File: config.mk
export PLATFORM = sky130hd
export DESIGN_NAME = dhcp_option_parser
export DESIGN_NICKNAME = d
export VERILOG_FILES = /design/src/hw/rtl/dop_pkg.sv /design/src/hw/rtl/dhcp_option_parser.sv
export VERILOG_INCLUDE_DIRS = /design/src /design/src/hw/rtl
export SDC_FILE = /design/constraint.sdc
export NUM_CORES = 1
export LEC_CHECK = 0
export ABC_AREA = 1
export CAP_MARGIN = 10
export CORE_MARGIN = 2
export CORE_UTILIZATION = 65
export DETAILED_ROUTE_END_ITERATION = 12
export DONT_BUFFER_PORTS = 1
export PLACE_DENSITY_LB_ADDON = 0.1
export SLEW_MARGIN = 20
export SYNTH_ARGS = -nofsm -noshare
export SYNTH_HDL_FRONTEND = slang
export SYNTH_SLANG_ARGS = --single-unit
export TNS_END_PERCENT = 100
File: constraint.sdc
create_clock -name clk -period 35.6 [get_ports clk]
set_input_delay 3.56 -clock clk [delete_from_list [all_inputs] [get_ports clk]]
set_output_delay 3.56 -clock clk [all_outputs]
set_load 0.03 [all_outputs]
File: src/hw/rtl/dhcp_option_parser_macros.svh
// ----------------------------------------------------------------------------
// DHCP option parser assertion macros
// Shared concurrent assertion forms, clocked on clk and disabled in reset.
// ----------------------------------------------------------------------------
`ifndef DHCP_OPTION_PARSER_MACROS_SVH
`define DHCP_OPTION_PARSER_MACROS_SVH

// Check that a condition holds at every clock edge out of reset.
`define DOP_ASSERT_ALWAYS(label, cond, msg) \
  label: assert property (@(posedge clk) disable iff (rst) (cond)) else $error(msg);

// Check that a trigger implies a consequence in the same cycle.
`define DOP_ASSERT_IMPLIES(label, trig, cons, msg) \
  label: assert property (@(posedge clk) disable iff (rst) (trig) |-> (cons)) \
    else $error(msg);

`endif

File: src/hw/rtl/dop_pkg.sv
// ----------------------------------------------------------------------------
// DHCP option parser package
// Option codes, parse phases, record types and the field size lookup.
// ----------------------------------------------------------------------------
package dop_pkg;

  localparam logic [7:0] CODE_PAD         = 8'd0;
  localparam logic [7:0] CODE_NETMASK     = 8'd1;
  localparam logic [7:0] CODE_ROUTER      = 8'd3;
  localparam logic [7:0] CODE_NAME_SERVER = 8'd6;
  localparam logic [7:0] CODE_MTU         = 8'd26;
  localparam logic [7:0] CODE_BROADCAST   = 8'd28;
  localparam logic [7:0] CODE_LEASE       = 8'd51;
  localparam logic [7:0] CODE_MSG_TYPE    = 8'd53;
  localparam logic [7:0] CODE_SERVER_ID   = 8'd54;
  localparam logic [7:0] CODE_RENEWAL     = 8'd58;
  localparam logic [7:0] CODE_REBINDING   = 8'd59;
  localparam logic [7:0] CODE_END         = 8'd255;

  // Value bytes counted per option; saturates at the widest field.
  localparam int unsigned BODY_MAX = 4;
  localparam logic [2:0] BODY_SAT  = 3'(BODY_MAX);
  localparam logic [7:0] COUNT_SAT = 8'd255;

  typedef enum logic [1:0] {
    PH_TYPE,
    PH_LEN,
    PH_BODY,
    PH_DONE
  } phase_t;

  typedef struct packed {
    logic [7:0]  msg_type;
    logic [31:0] net_mask;
    logic [31:0] router_address;
    logic [31:0] bcast_address;
    logic [31:0] server_address;
    logic [31:0] first_name_server;
    logic [7:0]  name_server_count;
    logic [15:0] link_mtu;
    logic [31:0] lease_seconds;
    logic [31:0] renewal_seconds;
    logic [31:0] rebinding_seconds;
  } record_t;

  typedef struct packed {
    record_t rec;
    logic    truncated;
  } result_t;

  function automatic logic [2:0] field_size(input logic [7:0] code);
    logic [2:0] size;
    case (code)
      CODE_MSG_TYPE: size = 3'd1;
      CODE_MTU:      size = 3'd2;
      CODE_NETMASK, CODE_ROUTER, CODE_BROADCAST, CODE_SERVER_ID,
      CODE_NAME_SERVER, CODE_LEASE, CODE_RENEWAL, CODE_REBINDING:
                     size = 3'd4;
      default:       size = 3'd0;
    endcase
    return size;
  endfunction

endpackage

File: src/hw/rtl/dhcp_option_parser.sv
// ----------------------------------------------------------------------------
// DHCP option parser
// Streaming code-length-value walker over the DHCP options area.
// ----------------------------------------------------------------------------
// Feed the options area one byte per word, starting right after the magic
// cookie, with last_byte set on the final byte of the packet. The block takes
// one byte every cycle while in_stall is low: each byte passes through a
// short state update in the same cycle it is accepted. Exactly one result
// word leaves per packet, either when the END code is seen as an option
// code (truncated 0) or on the last byte if no END came first (truncated 1).
// Bytes after END, up to and including the last byte, are dropped silently.
// The result sits in an output register backed by a one-word skid
// register, so input keeps flowing while a result waits; in_stall rises
// only when both registers hold undelivered words.
// ----------------------------------------------------------------------------
`include "dhcp_option_parser_macros.svh"

module dhcp_option_parser
  import dop_pkg::*;
(
  input  logic        clk,
  input  logic        rst,
  // byte input channel
  input  logic        in_valid,
  output logic        in_stall,
  input  logic [7:0]  option_byte,
  input  logic        last_byte,
  // result channel
  output logic        out_valid,
  input  logic        out_stall,
  output logic [7:0]  msg_type,
  output logic [31:0] net_mask,
  output logic [31:0] router_address,
  output logic [31:0] bcast_address,
  output logic [31:0] server_address,
  output logic [31:0] first_name_server,
  output logic [7:0]  name_server_count,
  output logic [15:0] link_mtu,
  output logic [31:0] lease_seconds,
  output logic [31:0] renewal_seconds,
  output logic [31:0] rebinding_seconds,
  output logic        truncated
);

  // Parse state
  phase_t      phase, phase_next;
  logic [7:0]  current_code, current_code_next;
  logic [7:0]  remaining_length, remaining_length_next;
  logic [2:0]  body_index, body_index_next;     // saturates at the widest field
  logic [31:0] value_shift, value_shift_next;
  record_t     rec, rec_next;

  // Result staging
  result_t     out_word, skid_word;
  logic        skid_valid;
  result_t     res_next;
  logic        emit;
  logic        clear;

  logic        accept;
  logic [2:0]  need;
  logic [31:0] value_acc;

  assign accept   = in_valid & ~in_stall;
  assign in_stall = skid_valid;

  assign need      = field_size(current_code);
  assign value_acc = {value_shift[23:0], option_byte};

  // Next phase
  always_comb begin
    phase_next = phase;
    case (phase)
      PH_TYPE: begin
        if (option_byte == CODE_END) begin
          phase_next = PH_DONE;
        end else if (option_byte != CODE_PAD) begin
          phase_next = PH_LEN;
        end
      end
      PH_LEN: begin
        phase_next = (option_byte == 8'd0) ? PH_TYPE : PH_BODY;
      end
      PH_BODY: begin
        if (remaining_length == 8'd1) begin
          phase_next = PH_TYPE;
        end
      end
      PH_DONE: phase_next = PH_DONE;
      default: phase_next = PH_TYPE;
    endcase
    // The last byte always closes the packet.
    if (last_byte) begin
      phase_next = PH_TYPE;
    end
  end

  // Datapath and result
  always_comb begin
    current_code_next     = current_code;
    remaining_length_next = remaining_length;
    body_index_next       = body_index;
    value_shift_next      = value_shift;
    rec_next              = rec;
    emit                  = 1'b0;
    clear                 = 1'b0;
    res_next.truncated    = 1'b0;

    case (phase)
      PH_TYPE: begin
        if (option_byte == CODE_END) begin
          emit  = 1'b1;
          clear = 1'b1;
        end else if (option_byte != CODE_PAD) begin
          current_code_next = option_byte;
        end
      end
      PH_LEN: begin
        remaining_length_next = option_byte;
        body_index_next       = 3'd0;
        value_shift_next      = 32'd0;
      end
      PH_BODY: begin
        if (body_index < need) begin
          value_shift_next = value_acc;
          // Commit once the field's final byte has arrived.
          if (body_index + 3'd1 == need) begin
            case (current_code)
              CODE_MSG_TYPE:  rec_next.msg_type          = value_acc[7:0];
              CODE_MTU:       rec_next.link_mtu          = value_acc[15:0];
              CODE_NETMASK:   rec_next.net_mask          = value_acc;
              CODE_ROUTER:    rec_next.router_address    = value_acc;
              CODE_BROADCAST: rec_next.bcast_address     = value_acc;
              CODE_SERVER_ID: rec_next.server_address    = value_acc;
              CODE_LEASE:     rec_next.lease_seconds     = value_acc;
              CODE_RENEWAL:   rec_next.renewal_seconds   = value_acc;
              CODE_REBINDING: rec_next.rebinding_seconds = value_acc;
              CODE_NAME_SERVER: begin
                // Keep the first server address; count complete ones up to COUNT_SAT.
                if (rec.name_server_count == 8'd0) begin
                  rec_next.first_name_server = value_acc;
                end
                if (rec.name_server_count != COUNT_SAT) begin
                  rec_next.name_server_count = rec.name_server_count + 8'd1;
                end
              end
              default: ;
            endcase
          end
        end
        if (body_index != BODY_SAT) begin
          body_index_next = body_index + 3'd1;
        end
        remaining_length_next = remaining_length - 8'd1;
      end
      PH_DONE: begin
        // Drop bytes until the packet ends.
        clear = last_byte;
      end
      default: ;
    endcase

    // Packet ended without END: emit what was gathered, including this byte.
    if (last_byte && phase != PH_DONE && !(phase == PH_TYPE && option_byte == CODE_END)) begin
      emit               = 1'b1;
      clear              = 1'b1;
      res_next.truncated = 1'b1;
    end

    res_next.rec = rec_next;
  end

  // Parse state registers
  always_ff @(posedge clk) begin
    if (rst) begin
      phase            <= PH_TYPE;
      current_code     <= 8'd0;
      remaining_length <= 8'd0;
      body_index       <= 3'd0;
      value_shift      <= 32'd0;
      rec              <= '0;
    end else if (accept) begin
      phase <= phase_next;
      if (clear) begin
        current_code     <= 8'd0;
        remaining_length <= 8'd0;
        body_index       <= 3'd0;
        value_shift      <= 32'd0;
        rec              <= '0;
      end else begin
        current_code     <= current_code_next;
        remaining_length <= remaining_length_next;
        body_index       <= body_index_next;
        value_shift      <= value_shift_next;
        rec              <= rec_next;
      end
    end
  end

  // Output register with one-word skid
  always_ff @(posedge clk) begin
    if (rst) begin
      out_valid  <= 1'b0;
      skid_valid <= 1'b0;
    end else if (!out_valid || !out_stall) begin
      // Output slot frees this cycle: advance skid first, else fresh result.
      if (skid_valid) begin
        out_valid  <= 1'b1;
        skid_valid <= accept & emit;
      end else begin
        out_valid <= accept & emit;
      end
    end else if (accept && emit) begin
      skid_valid <= 1'b1;
    end
  end

  always_ff @(posedge clk) begin
    if (!out_valid || !out_stall) begin
      if (skid_valid) begin
        out_word <= skid_word;
      end else if (accept && emit) begin
        out_word <= res_next;
      end
    end
    if (accept && emit && (skid_valid || (out_valid && out_stall))) begin
      skid_word <= res_next;
    end
  end

  assign msg_type          = out_word.rec.msg_type;
  assign net_mask          = out_word.rec.net_mask;
  assign router_address    = out_word.rec.router_address;
  assign bcast_address     = out_word.rec.bcast_address;
  assign server_address    = out_word.rec.server_address;
  assign first_name_server = out_word.rec.first_name_server;
  assign name_server_count = out_word.rec.name_server_count;
  assign link_mtu          = out_word.rec.link_mtu;
  assign lease_seconds     = out_word.rec.lease_seconds;
  assign renewal_seconds   = out_word.rec.renewal_seconds;
  assign rebinding_seconds = out_word.rec.rebinding_seconds;
  assign truncated         = out_word.truncated;

  // Assertions
  `DOP_ASSERT_IMPLIES(a_skid_behind_out, skid_valid, out_valid, "skid word without output word")
  `DOP_ASSERT_IMPLIES(a_body_len, phase == PH_BODY, remaining_length != 8'd0, "empty value phase")
  `DOP_ASSERT_IMPLIES(a_done_clear, phase == PH_DONE, rec == '0, "record not cleared after END")
  `DOP_ASSERT_ALWAYS(a_body_sat, body_index <= BODY_SAT, "value byte count past saturation")

endmodule

==> results.sh, run 1 <==
export IMPL_drt_total_wl_um=101000
export IMPL_status="finished clean"
export IMPL_async_flop_share_pct=0
export IMPL_viasPerCell=5.70
export IMPL_setup_viol=0
export IMPL_yosysUniqueCellTypes=41
export IMPL_clock_path_buffers=3
export IMPL_ys_flop_type="edfxtp_1"
export IMPL_synthTopCellsByArea="edfxtp_1, dfxtp_1, nand2_1"
export IMPL_clkTransAtPathRegs_ns=0.06
export IMPL_drv_slew=0
export IMPL_finalCritPeriodShare_pct=17.8
export IMPL_cts_made_buffers=90
export IMPL_synth_seq_cells=913
export IMPL_layout_commonest_cell="nand2_1"
export IMPL_synth_cells=4513
export IMPL_first_global_vias=26300
export IMPL_antenna_found_initial=0
export IMPL_antenna_left=0
export IMPL_multi_input_area_um2=12100
export IMPL_cp_max_fo=66
export IMPL_leakagePower_nw=17.9
export IMPL_relSlewSlack_pct=13.9
export IMPL_antenna_cells=0
export IMPL_rows=90
export IMPL_worstPathArrival_ns=6.59
export IMPL_htree_levels=3
export IMPL_final_cell_area_um2=42900
export IMPL_drtPass1Iterations=6
export IMPL_grt_setup_unrepaired="false"
export IMPL_required_ns=35.86
export IMPL_synthesis_area_um2=39900
export IMPL_fillerInstances=4597
export IMPL_yosys_warnings=0
export IMPL_ir_drop_uv=44.4
export IMPL_avgSynthCellArea_um2=8.85
export IMPL_final_layout_size_suffix_gt1_share_pct=4.95
export IMPL_dr_total_vias=29800
export IMPL_grt_max_degree=297
export IMPL_r2r_end="renewal_seconds[0]"
export IMPL_worstMarginPinSlew_ns=1.29
export IMPL_ctsResizeCount=0
export IMPL_cts_root_buf="clkbuf_16"
export IMPL_clock_latency_ns=0.64
export IMPL_fp_coreArea_um2=60600
export IMPL_hold_end="rec[237]"
export IMPL_place_area_um2=39900
export IMPL_start_util_pct=65.9
export IMPL_reg2reg_depth=18
export IMPL_gp_congestion=0.848
export IMPL_post_cts_buffers=0
export IMPL_synth_fp_nets=4539
export IMPL_mostFrequentLayoutCells="nand2_1, inv_1, edfxtp_1"
export IMPL_cts_tree="done"
export IMPL_die_area_um2=63400
export IMPL_holdPathStages=2
export IMPL_cp_start_kind="input pin"
export IMPL_fmax_mhz=158
export IMPL_regToRegStartpoint="current_code[6]"
export IMPL_holdBufCountCts=0
export IMPL_final_nets=4398
export IMPL_whs_ns=0.462
export IMPL_wl_per_cell_um=19.2
export IMPL_boundaryPins=304
export IMPL_grt_total_usage_pct=31.0
export IMPL_grt_pass1_wl_um=152000
export IMPL_synth_top_cell_area_share_pct=43.5
export IMPL_fp_dieH_um=252
export IMPL_area_delta_synth_final_pct=7.32
export IMPL_portBuffers=0
export IMPL_drt_iter0_drc=4084
export IMPL_hold_viol_final=0
export IMPL_skew_ns=0.0170
export IMPL_die_w_um=252
export IMPL_min_period_ns=6.33
export IMPL_post_dp_hpwl_um=56900
export IMPL_regArea_um2=24100
export IMPL_synth_edf_count=578
export IMPL_cts_sinks=913
export IMPL_yosysSeqAreaShare_pct=60.3
export IMPL_grt_overflow=0
export IMPL_path_class="in -> reg"
export IMPL_r2r_slack_ns=30.54
export IMPL_cp_end_kind="flip-flop"
export IMPL_cap_violations=0
export IMPL_drc=0
export IMPL_finalSetupTns_ns=0
export IMPL_min_delay_start="rec[237]"
export IMPL_worstHoldPathType="reg -> reg"
export IMPL_power_density_nw_per_um2=52.3
export IMPL_synth_top_area_cell="edfxtp_1"
[synthesized netlist by cell type (2+ instances only)]
cell              n
nor4_1            3
dfxtp_1         335
nand4_4           5
nand4_1          14
inv_2             5
nor3_1            7
a21oi_1         308
nor2_1          117
a211oi_1          2
edfxtp_1        578
nor2_4            2
xnor2_1           2
o21ai_1         239
buf_2            74
a22oi_1           2
nand2_2          17
buf_6            26
ha_1             13
dlygate4sd1_1     5
nand3_1         550
a31oi_1           4
nand3_2          13
inv_1           642
nand2_1        1297
clkinv_1         10
o21ai_0          68
buf_1             6
nand4_2           4
clkbuf_1        139
buf_4            15
[report_power, final]
group / internal (mW) / leakage [nW] / total (mW) / switching [mW]
Combinational: 0.0124 / 8.06 / 0.0890 / 0.0766
Clock: 0.569 / 1.45 / 0.972 / 0.403
Sequential: 1.14 / 8.39 / 1.18 / 0.0405
Total: 1.72 / 17.9 / 2.24 / 0.520
[registers in the layout, indices dropped and copies added (netlist names), 16 cells and up]
name and count:
link_mtu 16, first_name_server 32, server_address 32, rebinding_seconds 32, net_mask 32, bcast_address 32
skid_word 289, lease_seconds 32, rec 288, value_shift 24, renewal_seconds 32, router_address 32
[kinds of logic (layout without fill, tap and decap cells)]
| logic type | after synthesis | after routing | synth area share [%] |
|---|---|---|---|
| AO/OA/AOI/OAI | 626 | 626 | 7.90 |
| adder cells (fa/ha/maj) | 13 | 13 | 0.407 |
| XOR/XNOR | 3 | 3 | 0.0658 |
| flip-flops | 913 | 913 | 60.3 |
| buffers and inverters | 923 | 858 | 9.63 |
| AND/OR/NAND/NOR | 2035 | 2035 | 21.7 |
[worst max-delay path by stage]
stage	from	end	slack, ns	cells after the start
finish	in_valid	router_address[19]	29.27	7
global route	in_valid	net_mask[4]	28.95	7
CTS	in_valid	router_address[28]	29.25	7
detailed placement	in_valid	net_mask[6]	28.58	7
global placement	in_valid	router_address[12]	28.61	7
floorplan	in_valid	bcast_address[0]	16.40	6
[metrics by stage]
stage | setup WS, ns | power, mW | cells | utilization, %
floorplan | 16.40 | 1.27 | 4513 | -
global placement | 28.61 | 1.29 | 5062 | 65.8
detailed placement | 28.58 | 1.29 | 5062 | 65.8
CTS | 29.25 | 2.25 | 5230 | 70.7
global route | 28.95 | 2.30 | 5230 | 70.7
finish | 29.27 | 2.24 | 5230 | 70.7
[per-layer routing]
| layer | vias up | global-route usage (%) | part of all wire (%) |
|---|---|---|---|
| li1 | 14400 | - | - |
| met1 | 13800 | 44.3 | 41 |
| met2 | 1409 | 47.9 | 46 |
| met3 | 194 | 5.24 | 10 |
| met4 | 0 | 11.6 | 3.4 |
| met5 | - | 0 | 0 |
[critical path, stage by stage]
cell     delay, ns
nand2_4       0.34
a21oi_1       0.32
nor2_1        0.13
a21oi_4       0.18
buf_4         0.49
buf_4         0.71
buf_4         0.73
[layout make-up]
| class | count | share of cell area, % |
|---|---|---|
| Sequential cell | 913 | 56.2 |
| Multi-Input combinational cell | 2677 | 28.1 |
| Inverter | 657 | 5.75 |
| Clock buffer | 113 | 5.65 |
| Tap cell | 782 | 2.28 |
| Clock inverter | 55 | 1.35 |
| Timing Repair Buffer | 33 | 0.666 |
(Power assumes the default switching activity.)
==> run 2: changes to the inputs <==
Settings changed: CORE_UTILIZATION 65 to 58.
Clock period 35.6 ns to 5.3 ns, I/O delays scaled along.
==> run 2 against run 1 <==
  * Combinational power rose to 7.1 times the previous value
  * Highest routed layer is now met5
  * Clock skew up 0.0018 ns
  * Critical path type is now reg -> reg
  * Routed wire length up 4.5%
  * Clock power rose to 6.7 times the previous value
==> results.sh, run 2 (synthesis gave the netlist of run 1 again) <==
export IMPL_leakagePower_nw=18.0
export IMPL_cp_max_fo=33
export IMPL_cts_made_buffers=93
export IMPL_wl_per_cell_um=19.7
export IMPL_fp_dieH_um=266
export IMPL_whs_ns=0.0583
export IMPL_grt_max_degree=250
export IMPL_grt_use_met2_pct=45.5
export IMPL_htree_levels=3
export IMPL_cp_common_cell="nand2_1"
export IMPL_start_util_pct=58.4
export IMPL_ir_drop_uv=288
export IMPL_min_period_ns=4.30
export IMPL_layout_core_utilization_pct=63.3
export IMPL_finalCritPeriodShare_pct=81.2
export IMPL_min_delay_start="option_byte[5]"
export IMPL_antenna_left=0
export IMPL_holdBufCountCts=1
export IMPL_grtUsageMet3_pct=6.44
export IMPL_cp_end_kind="flip-flop"
export IMPL_ctsResizeCount=0
export IMPL_cts_root_buf="clkbuf_16"
export IMPL_gp_congestion=0.816
export IMPL_fillerInstances=5655
export IMPL_setup_viol=0
export IMPL_post_route_worst_setup_slack_ns=0.997
export IMPL_final_cell_area_um2=43200
export IMPL_post_cts_buffers=0
export IMPL_reg2reg_depth=19
export IMPL_crit_chain="inv_1, nand2_2, nor2_1, nand2_2, nand2_1, nor2_1, nand2_1, inv_1, ha_1, a21oi_1, nand2_1, nor2_8, nand3_2, buf_4, inv_1, buf_4, nand2_1, nand2_1, o21ai_0"
export IMPL_portBuffers=0
export IMPL_regArea_um2=24100
export IMPL_mostFrequentLayoutCells="nand2_1, inv_1, edfxtp_1"
export IMPL_pre_cts_ws_ns=1.03
export IMPL_dr_total_vias=29400
export IMPL_final_layout_size_suffix_gt1_share_pct=5.29
export IMPL_fp_coreArea_um2=68300
export IMPL_final_nets=4411
export IMPL_largest_reg_flops=289
export IMPL_drt_iter0_drc=3083
export IMPL_antenna_cells=0
export IMPL_clkTransAtPathRegs_ns=0.06
export IMPL_skew_ns=0.0189
export IMPL_viasPerCell=5.51
export IMPL_cp_start_kind="flip-flop"
export IMPL_area_delta_synth_final_pct=8.28
export IMPL_cts_sinks=913
export IMPL_multi_input_area_um2=12100
export IMPL_cap_violations=0
export IMPL_power_density_nw_per_um2=350
export IMPL_drc=0
export IMPL_busiest_layer="met2"
export IMPL_fmax_mhz=232
export IMPL_worstMarginPinSlew_ns=1.22
export IMPL_worstPathArrival_ns=4.65
export IMPL_antenna_found_initial=3
export IMPL_layout_commonest_cell="nand2_1"
export IMPL_boundaryPins=304
export IMPL_cpPeakStageDelay_ns=0.79
export IMPL_r2r_slack_ns=1.0
export IMPL_met1_usage_pct=40.8
export IMPL_grt_overflow=0
export IMPL_holdPathStages=2
export IMPL_worstHoldPathType="in -> reg"
export IMPL_hold_viol_final=0
export IMPL_die_area_um2=71000
export IMPL_regToRegStartpoint="current_code[6]"
export IMPL_r2r_end="first_name_server[6]"
export IMPL_hold_end="current_code[5]"
export IMPL_required_ns=5.64
export IMPL_grt_pass1_wl_um=158000
export IMPL_drt_total_wl_um=105000
export IMPL_drtPass1Iterations=7
export IMPL_post_dp_hpwl_um=58600
export IMPL_reg_largest_list="skid_word (289), rec (288)"
export IMPL_grt_total_usage_pct=29.1
export IMPL_largest_register="skid_word"
export IMPL_clock_latency_ns=0.63
export IMPL_rows=96
export IMPL_place_area_um2=40200
export IMPL_path_class="reg -> reg"
export IMPL_total_power_mw=15.1
export IMPL_relSlewSlack_pct=18.9
export IMPL_cts_tree="done"
export IMPL_die_w_um=266
export IMPL_first_global_vias=26200
export IMPL_status="finished clean"
export IMPL_cp_slowest_cell="inv_1"
export IMPL_clock_path_buffers=3
export IMPL_drv_slew=0
export IMPL_grt_setup_unrepaired="false"
run 2: cell count changes in the layout (fill, tap and decap cells not counted), sizes merged:
cell and delta:
clkinv -5, bufinv -2, clkbuf +11, clkinvlp -2
buf +10
run 2: worst max-delay path by stage:
stage                    start                   end  slack [ns]  cells after the start
3_5_place_dp   current_code[6]  first_name_server[6]        1.03                     19
6_report       current_code[6]  first_name_server[6]         1.0                     19
5_1_grt        current_code[3]  first_name_server[9]        0.61                     19
3_3_place_gp   current_code[6]  first_name_server[5]        1.15                     19
2_1_floorplan   option_byte[7]      bcast_address[0]       -0.96                      6
4_1_cts        current_code[6]  first_name_server[6]        1.02                     19
run 2: final cells by class:
class                   count  area share (%)
flip-flops and latches    913            55.7
multi-input cells        2677            27.9
well taps                 882            2.55
repair buffers             43            1.21
clock inverters            46            1.11
clock buffers             124            5.84
inverters                 657            5.71
run 2: through the flow:
step	setup TNS, ns	instances
2_1_floorplan	-417.72	4513
3_3_place_gp	0	5171
3_5_place_dp	0	5171
4_1_cts	0	5342
5_1_grt	0	5342
6_report	0	5342
run 2: where the power goes:
group,internal (mW),total (mW),switching [mW]
registers,7.66,7.95,0.288
logic,0.0978,0.636,0.538
clock network,3.82,6.53,2.71
total,11.6,15.1,3.54
run 2: layer usage:
| metal | wire length (um) | vias up |
|---|---|---|
| met5 | 13 | - |
| met4 | 2770 | 2 |
| met1 | 45400 | 13800 |
| met3 | 9270 | 146 |
| li1 | - | 14400 |
| met2 | 47600 | 1031 |
run 2: critical path: cells and delay by family, from the launching register on:
family / cells / cell delay, ns
simple gates: 11 / 1.59
buf+inv: 5 / 1.48
compound gates: 2 / 0.35
flops: 1 / 0.31
fa+ha+maj: 1 / 0.26
